$ cat src/sv/lkvc_pkg.sv
// Shared types and constants for the LRU key-value cache.
`timescale 1ns / 1ps

package lkvc_pkg;

	// Number of entries in the fully associative array.
	localparam int MaxEntries = 16;
	// Entry index and recency rank width.
	localparam int IdxW = (MaxEntries > 1) ? $clog2(MaxEntries) : 1;
	// Width of an entry count, which can reach MaxEntries itself.
	localparam int CntW = $clog2(MaxEntries + 1);
	// Field widths fixed by the interface.
	localparam int CapW = 5;
	localparam int KeyW = 32;
	localparam int ValW = 32;
	// Common width for count and capacity compares; holds MaxEntries + 1 while MaxEntries < 255.
	localparam int CmpW = 8;

	localparam logic [CapW-1:0] CapReset = CapW'(16);
	localparam logic [ValW-1:0] MissValue = '1;

	typedef enum logic {
		OpGet = 1'b0,
		OpPut = 1'b1
	} op_t;

	typedef struct packed {
		op_t             op;
		logic [KeyW-1:0] key;
		logic [ValW-1:0] value;
	} req_t;

	typedef struct packed {
		logic            hit;
		logic [ValW-1:0] read_value;
		logic            evicted;
	} rsp_t;

	typedef struct packed {
		logic [CntW-1:0] count;
		logic            full;
	} stat_t;

endpackage

$ cat src/sv/lkvc_in_stage.sv
// Input register stage: captures one request beat from the slave stream.
`timescale 1ns / 1ps

module lkvc_in_stage import lkvc_pkg::*; (
	input  logic        clk,
	input  logic        arst_n,
	input  logic        s_tvalid,
	output logic        s_tready,
	input  logic [63:0] s_tdata,   // [31:0] key, [63:32] value
	input  logic        s_tuser,   // [0] op
	input  logic        take,
	output logic        valid_s1,
	output req_t        req_s1
);

	// The stage frees up in the same cycle its content moves on.
	assign s_tready = !valid_s1 || take;

	// Occupancy of the stage.
	always_ff @(posedge clk or negedge arst_n) begin
		if (!arst_n) begin
			valid_s1 <= 1'b0;
		end else if (s_tready) begin
			valid_s1 <= s_tvalid;
		end
	end

	// Request payload.
	always_ff @(posedge clk) begin
		if (s_tvalid && s_tready) begin
			req_s1.op    <= op_t'(s_tuser);
			req_s1.key   <= s_tdata[KeyW-1:0];
			req_s1.value <= s_tdata[KeyW+ValW-1:KeyW];
		end
	end

endmodule

$ cat src/sv/lkvc_store.sv
// Entry array with parallel key match, recency ranks and LRU replacement.
`timescale 1ns / 1ps

module lkvc_store import lkvc_pkg::*; (
	input  logic            clk,
	input  logic            arst_n,
	input  logic            req_fire,
	input  req_t            req,
	input  logic [CapW-1:0] capacity,
	output rsp_t            rsp,
	output stat_t           stat
);

	logic [KeyW-1:0]       key_q   [MaxEntries];
	logic [ValW-1:0]       value_q [MaxEntries];
	logic [IdxW-1:0]       rank_q  [MaxEntries];
	logic [MaxEntries-1:0] valid_q;

	logic [MaxEntries-1:0] match;
	logic [MaxEntries-1:0] free_low;
	logic [MaxEntries-1:0] victim;
	logic [MaxEntries-1:0] slot_oh;
	logic                  hit_any;
	logic [IdxW-1:0]       hit_rank;
	logic [ValW-1:0]       hit_val;
	logic [CntW-1:0]       count;
	logic [CntW-1:0]       count_m1;
	logic [IdxW-1:0]       last_rank;
	logic                  full;
	logic [CmpW-1:0]       cap_ext;
	logic [CmpW-1:0]       cap_sat;
	logic                  over_cap;
	logic                  new_put;
	logic                  evict_old;
	logic                  drop_new;

	// Parallel key compare; keys are unique among valid entries, so match is one-hot.
	always_comb begin
		hit_rank = '0;
		hit_val  = '0;
		for (int i = 0; i < MaxEntries; i++) begin
			match[i] = valid_q[i] && (key_q[i] == req.key);
			if (match[i]) begin
				hit_rank = hit_rank | rank_q[i];
				hit_val  = hit_val | value_q[i];
			end
		end
		hit_any = |match;
	end

	// Occupancy and the lowest numbered free entry.
	assign count    = CntW'($countones(valid_q));
	assign full     = (count == CntW'(MaxEntries));
	assign free_low = ~valid_q & (valid_q + MaxEntries'(1));

	// The least recent entry holds the highest rank, which is count - 1.
	assign count_m1  = count - CntW'(1);
	assign last_rank = count_m1[IdxW-1:0];
	always_comb begin
		for (int i = 0; i < MaxEntries; i++) begin
			victim[i] = valid_q[i] && (rank_q[i] == last_rank);
		end
	end

	// Capacity check, with the register saturated at the array depth.
	assign cap_ext  = CmpW'(capacity);
	assign cap_sat  = (cap_ext > CmpW'(MaxEntries)) ? CmpW'(MaxEntries) : cap_ext;
	assign over_cap = (CmpW'(count) + CmpW'(1)) > cap_sat;

	// Insertion control. With the array full the victim's entry takes the new key.
	// With an empty array and no room, the new key itself is the one dropped.
	assign new_put   = (req.op == OpPut) && !hit_any;
	assign evict_old = new_put && (full || (over_cap && (count != '0)));
	assign drop_new  = new_put && !full && over_cap && (count == '0);
	assign slot_oh   = full ? victim : free_low;

	// Result of this item.
	always_comb begin
		rsp.hit        = hit_any;
		rsp.evicted    = new_put && (full || over_cap);
		rsp.read_value = '0;
		if (req.op == OpGet) begin
			rsp.read_value = hit_any ? hit_val : MissValue;
		end
	end

	assign stat.count = count;
	assign stat.full  = full;

	// Valid bits: set on insertion, cleared on eviction.
	always_ff @(posedge clk or negedge arst_n) begin
		if (!arst_n) begin
			valid_q <= '0;
		end else if (req_fire && new_put) begin
			for (int i = 0; i < MaxEntries; i++) begin
				if (slot_oh[i]) begin
					valid_q[i] <= !drop_new;
				end else if (evict_old && victim[i]) begin
					valid_q[i] <= 1'b0;
				end
			end
		end
	end

	// Keys, values and recency ranks.
	always_ff @(posedge clk) begin
		if (req_fire) begin
			for (int i = 0; i < MaxEntries; i++) begin
				if (hit_any) begin
					// Touched entry becomes most recent; more recent ones age by one.
					if (match[i]) begin
						rank_q[i] <= '0;
						if (req.op == OpPut) begin
							value_q[i] <= req.value;
						end
					end else if (valid_q[i] && (rank_q[i] < hit_rank)) begin
						rank_q[i] <= rank_q[i] + IdxW'(1);
					end
				end else if (new_put) begin
					// New key enters as most recent; every other entry ages by one.
					if (slot_oh[i]) begin
						key_q[i]   <= req.key;
						value_q[i] <= req.value;
						rank_q[i]  <= '0;
					end else if (valid_q[i]) begin
						rank_q[i] <= rank_q[i] + IdxW'(1);
					end
				end
			end
		end
	end

endmodule

$ cat src/sv/lkvc_out_stage.sv
// Result register: holds one response beat for the master stream.
`timescale 1ns / 1ps

module lkvc_out_stage import lkvc_pkg::*; (
	input  logic        clk,
	input  logic        arst_n,
	input  logic        load,
	input  rsp_t        rsp,
	output logic        space,
	output logic        m_tvalid,
	input  logic        m_tready,
	output logic [31:0] m_tdata,   // [31:0] read_value
	output logic [1:0]  m_tuser    // [0] hit, [1] evicted
);

	rsp_t rsp_s2;

	// A new result may enter when the register is empty or being drained.
	assign space = !m_tvalid || m_tready;

	// Occupancy of the result register.
	always_ff @(posedge clk or negedge arst_n) begin
		if (!arst_n) begin
			m_tvalid <= 1'b0;
		end else if (space) begin
			m_tvalid <= load;
		end
	end

	// Result payload.
	always_ff @(posedge clk) begin
		if (load) begin
			rsp_s2 <= rsp;
		end
	end

	assign m_tdata    = rsp_s2.read_value;
	assign m_tuser[0] = rsp_s2.hit;
	assign m_tuser[1] = rsp_s2.evicted;

endmodule

$ cat src/sv/lru_key_value_cache.sv
// Top level of the fully associative LRU key-value cache.
//
//   Channel  Direction  Signals                      Beat contents
//   s_*      in         s_tvalid/s_tready            tdata: key, value; tuser: op
//   m_*      out        m_tvalid/m_tready            tdata: read_value; tuser: hit, evicted
//   cfg_*    in         cfg_valid/cfg_ready          cfg_data: capacity_in_use
//
// One item per cycle sustained while the master is ready; a request beat is held in
// the input register and its result in the result register. The whole lookup, rank
// update and replacement for an item is combinational, against the 16-entry array.
// Reset clears all valid bits at once and sets the capacity to 16; no clearing pass.
// A stalled master holds the result register; one more request still enters the
// input register before the slave side stalls.
`timescale 1ns / 1ps

module lru_key_value_cache import lkvc_pkg::*; (
	input  logic        clk,
	input  logic        arst_n,
	input  logic        s_tvalid,
	output logic        s_tready,
	input  logic [63:0] s_tdata,   // [31:0] key, [63:32] value
	input  logic        s_tuser,   // [0] op
	output logic        m_tvalid,
	input  logic        m_tready,
	output logic [31:0] m_tdata,   // [31:0] read_value
	output logic [1:0]  m_tuser,   // [0] hit, [1] evicted
	input  logic        cfg_valid,
	output logic        cfg_ready,
	input  logic [4:0]  cfg_data   // [4:0] capacity_in_use
);

	logic            valid_s1;
	req_t            req_s1;
	rsp_t            rsp;
	stat_t           stat;
	logic            out_space;
	logic            adv;
	logic [CapW-1:0] capacity_q;

	// Capacity register; the user must write it only while the cache is idle; the block does not enforce it.
	assign cfg_ready = 1'b1;
	always_ff @(posedge clk or negedge arst_n) begin
		if (!arst_n) begin
			capacity_q <= CapReset;
		end else if (cfg_valid && cfg_ready) begin
			capacity_q <= cfg_data;
		end
	end

	// An item is processed when it sits in the input register and the result can go out.
	assign adv = valid_s1 && out_space;

	lkvc_in_stage u_in_stage (
		.clk      (clk),
		.arst_n   (arst_n),
		.s_tvalid (s_tvalid),
		.s_tready (s_tready),
		.s_tdata  (s_tdata),
		.s_tuser  (s_tuser),
		.take     (adv),
		.valid_s1 (valid_s1),
		.req_s1   (req_s1)
	);

	lkvc_store u_store (
		.clk      (clk),
		.arst_n   (arst_n),
		.req_fire (adv),
		.req      (req_s1),
		.capacity (capacity_q),
		.rsp      (rsp),
		.stat     (stat)
	);

	lkvc_out_stage u_out_stage (
		.clk      (clk),
		.arst_n   (arst_n),
		.load     (adv),
		.rsp      (rsp),
		.space    (out_space),
		.m_tvalid (m_tvalid),
		.m_tready (m_tready),
		.m_tdata  (m_tdata),
		.m_tuser  (m_tuser)
	);

`ifndef SYNTH
	// Only a put of a new key can evict, so an evicting result never reports a hit.
	assert property (@(posedge clk) disable iff (!arst_n)
		m_tvalid && m_tuser[1] |-> !m_tuser[0])
		else $error("eviction reported together with a hit");

	// A get never changes how many entries are held.
	assert property (@(posedge clk) disable iff (!arst_n)
		adv && (req_s1.op == OpGet) |=> stat.count == $past(stat.count))
		else $error("get changed the entry count");

	// An evicting put never grows the entry count.
	assert property (@(posedge clk) disable iff (!arst_n)
		adv && rsp.evicted |=> stat.count <= $past(stat.count))
		else $error("evicting put grew the entry count");

	// A put of a new key without eviction adds exactly one entry.
	assert property (@(posedge clk) disable iff (!arst_n)
		adv && (req_s1.op == OpPut) && !rsp.hit && !rsp.evicted
		|=> stat.count == $past(stat.count) + CntW'(1))
		else $error("insertion did not add one entry");
`endif

endmodule
$ cat config.mk
export PLATFORM = sky130hd
export DESIGN_NAME = lru_key_value_cache
export DESIGN_NICKNAME = d
export VERILOG_FILES = /design/src/sv/lkvc_pkg.sv /design/src/sv/lkvc_in_stage.sv /design/src/sv/lkvc_store.sv /design/src/sv/lkvc_out_stage.sv /design/src/sv/lru_key_value_cache.sv
export SDC_FILE = /design/constraint.sdc
export NUM_CORES = 2
export LEC_CHECK = 0
export ABC_CLOCK_PERIOD_IN_PS = 24400
export BUFFER_PORTS_ARGS = -buffer_cell sky130_fd_sc_hd__buf_2
export CORE_UTILIZATION = 55
export DETAILED_ROUTE_END_ITERATION = 12
export PLACE_DENSITY_LB_ADDON = 0.12
export SYNTH_ARGS = -nofsm -noshare
export SYNTH_HDL_FRONTEND = slang
export SYNTH_SLANG_ARGS = --single-unit
export TNS_END_PERCENT = 10
$ cat constraint.sdc
create_clock -name clk -period 24.4 [get_ports clk]
set_clock_uncertainty 0.05 [all_clocks]
set_input_delay 2.44 -clock clk [delete_from_list [all_inputs] [get_ports clk]]
set_output_delay 2.44 -clock clk [all_outputs]
set_load 0.005 [all_outputs]
==> results.json <==
{
  "async_flop_share": 0.0190,
  "fin_area_sq_um": 58300,
  "worstReg2RegStart": "u_store.valid_q[1]",
  "cts_resized": 0,
  "hold_end": "u_out_stage.m_tvalid",
  "cts_setup_buffers": 0,
  "syn_area_per_cell_sq_um": 15.5,
  "yosysSeqAreaShare": 0.693,
  "clock_sinks": 1210,
  "portBuffers": 110,
  "yosysMostFrequentCell": "edfxtp_1",
  "remaining_drc_errors": 0,
  "rsz0062_at_grt": "no",
  "crit_family": "adder cells",
  "worst_pin_slew_ns": 1.19,
  "final_nets": 3724,
  "r2r_end": "u_store.value_q[1][169]",
  "area_growth_syn_to_layout_pct": 11.5,
  "maxCapViolCount": 0,
  "slew_headroom": 0.208,
  "yosys-top-cells-count": "edfxtp_1, xnor2_1, nand4_1",
  "core_area_sq_um": 93700,
  "num_rows": 112,
  "start_util": 0.558,
  "r2r_cells": 21,
  "drt_wl_total_um": 149000,
  "syn_area_sq_um": 52300,
  "antenna_cells": 0,
  "die_w_um": 310,
  "clkLatencyLatePin_ns": 0.73,
  "overflow": 0,
  "holdBufCountCts": 0,
  "cp.arrival_ns": 8.43,
  "die_h_um": 310,
  "setup_tns_ns": 0,
  "wl_met2_um": 68900,
  "yosysWarnings": 0,
  "synth.distinct_cells": 79,
  "cpMostUsedCell": "fa_1",
  "worst-r2r-setup-slack_ns": 16.26,
  "min_from": "u_in_stage.valid_s1",
  "cts_tree": "built",
  "firstDrtPassIters": 5,
  "yosysTopAreaCell": "edfxtp_1",
  "critical_path_buf_inv_count": 5,
  "path_clk_slew_ns": 0.07,
  "crit_path_cell_trace": "inv_1, ha_1, fa_1, inv_1, fa_1, fa_1, fa_1, ha_1, fa_1, xor2_1, or3b_2, nor2_1, buf_4, nor4_1, nand3_1, or4_1, a211oi_4, buf_4, a21oi_1, nor2_4, buf_4",
  "antenna_left": 0,
  "synthTopCellsByArea": "edfxtp_1, xnor2_1, nand4_1",
  "critPathMaxFanout": 34,
  "vias_per_cell": 6.45,
  "synth_edf_count": 1187,
  "ir_worst_vdd_uv": 146,
  "wire_per_inst_um": 30.4,
  "ys_ff_latch": 1210,
  "cts_buffers": 121,
  "wl_met3_um": 12000,
  "fp.dieArea_sq_um": 96300,
  "slew_violations": 0,
  "min_period_over_period": 0.334,
  "grt_usage": 0.311,
  "grt_max_degree": 51,
  "cts_root_buffer": "clkbuf_16",
  "grt_pass1_vias": 31500,
  "synth_top_area_share": 0.682,
  "placed_cell_area_sq_um": 54400,
  "num_io_pins": 112,
  "highest_layer": "met5",
  "setup_viol": 0,
  "required_ns": 24.69,
  "antenna_found_initial": 3,
  "p_total_mw": 5.40,
  "grt_first_pass_wirelength_um": 214000,
  "cp-end-kind": "flop",
  "place_hpwl_um": 86900,
  "fmax_mhz": 123,
  "cp-start-kind": "flop",
  "p_leak_nw": 18.3,
  "max_stage_delay_ns": 0.62,
  "drive_gt1_frac": 0.127,
  "met1Wirelength_um": 63300,
  "syn_nets": 3553,
  "synth_top_flop_cell": "edfxtp_1",
  "cts.path.max_buffers": 3,
  "worstHoldPathCells": 1,
  "min_period_ns": 8.14,
  "slowest_stage": "or4_1",
  "hold_viol_final": 0,
  "drtIter0Drc": 3681,
  "hold_class": "flop to flop",
  "gp_congestion": 0.967,
  "htree_levels": 3,
  "path_class": "flop to flop",
  "vias": 31600,
  "power_density_nw_per_um2": 92.6,
  "postSynthCellCount": 3381,
  "run_status": "finished, final reports clean"
}
[cells in the final DEF (no fill, tap or decap), types with 34 or more instances in the layout]
cell type,n
nand3_1,105
xor2_1,71
ha_1,86
a221oi_1,99
nor2_1,91
buf_2,110
clkinv_1,34
clkbuf_16,123
edfxtp_1,1187
xnor2_1,513
nand2b_1,41
nand4_1,189
buf_4,106
a22o_1,113
inv_1,73
nor4_1,46
a22oi_1,87
nor3_1,64
nand2_1,103
and3_1,35
[through the flow]
stage / setup WS (ns) / util / hold slack, ns / instances
2_1_floorplan: 15.68 / - / 0.407 / 3381
3_3_place_gp: 16.57 / 0.580 / 0.420 / 4683
3_5_place_dp: 16.37 / 0.580 / 0.438 / 4683
4_1_cts: 16.33 / 0.622 / 0.451 / 4900
5_1_grt: 15.99 / 0.622 / 0.459 / 4900
6_report: 16.26 / 0.622 / 0.454 / 4900
[how the worst max path moves through the flow]
stage | end | from | slack (ns) | cells after the start
global placement | u_store.value_q[1][176] | u_store.valid_q[12] | 16.57 | 21
detailed placement | u_store.value_q[1][167] | u_store.valid_q[1] | 16.37 | 21
finish | u_store.value_q[1][169] | u_store.valid_q[1] | 16.26 | 21
floorplan | u_store.value_q[1][160] | u_store.valid_q[1] | 15.68 | 19
CTS | u_store.value_q[1][169] | u_store.valid_q[1] | 16.33 | 21
global route | u_store.value_q[1][169] | u_store.valid_q[1] | 15.99 | 21
[layer usage]
metal,track usage,vias up
met5,0,-
met4,0.100,2
met3,0.0446,255
met2,0.490,1513
met1,0.448,16300
li1,-,13600
[kinds of logic after synthesis]
logic type	after synthesis	synth area share
compound gates	468	0.0750
mux	5	0.00105
flops	1210	0.693
other cells	1	0.0000717
fa+ha+maj	97	0.0248
xor+xnor	591	0.0997
buf+inv	243	0.0256
simple gates	766	0.0810
[where the power goes]
group	switching [mW]	internal (mW)	total (mW)
logic	0.706	0.436	1.14
registers	0.0550	2.35	2.41
clock network	0.788	1.06	1.85
total	1.55	3.85	5.40
[worst register-to-register path, stage by stage, from the launching register on]
cell and delay [ns]:
dfrtp_1 0.58, inv_1 0.11, ha_1 0.33, fa_1 0.51, inv_1 0.07, fa_1 0.48, fa_1 0.43, fa_1 0.47
ha_1 0.23, fa_1 0.44, xor2_1 0.52, or3b_2 0.26, nor2_1 0.06, buf_4 0.25, nor4_1 0.49, nand3_1 0.30
or4_1 0.62, a211oi_4 0.25, buf_4 0.42, a21oi_1 0.19, nor2_4 0.14, buf_4 0.53
[registers in the layout, summed over array words and instances, names as in the netlist]
name,cells
u_in_stage.req_s1,65
u_out_stage.m_tuser,2
u_store.valid_q,16
u_out_stage.m_tdata,32
u_out_stage.m_tvalid,1
u_in_stage.valid_s1,1
u_store.value_q,512
capacity_q,5
u_store.rank_q,64
u_store.key_q,512
[final cells by class]
type,count,area [sq um]
Fill cell,6886,35500
Inverter,75,282
Tap cell,1254,1570
Clock inverter,78,782
Clock buffer,139,3140
Multi-Input combinational cell,1928,15000
Timing Repair Buffer,216,1350
Sequential cell,1210,36200
(Power assumes the default switching activity.)
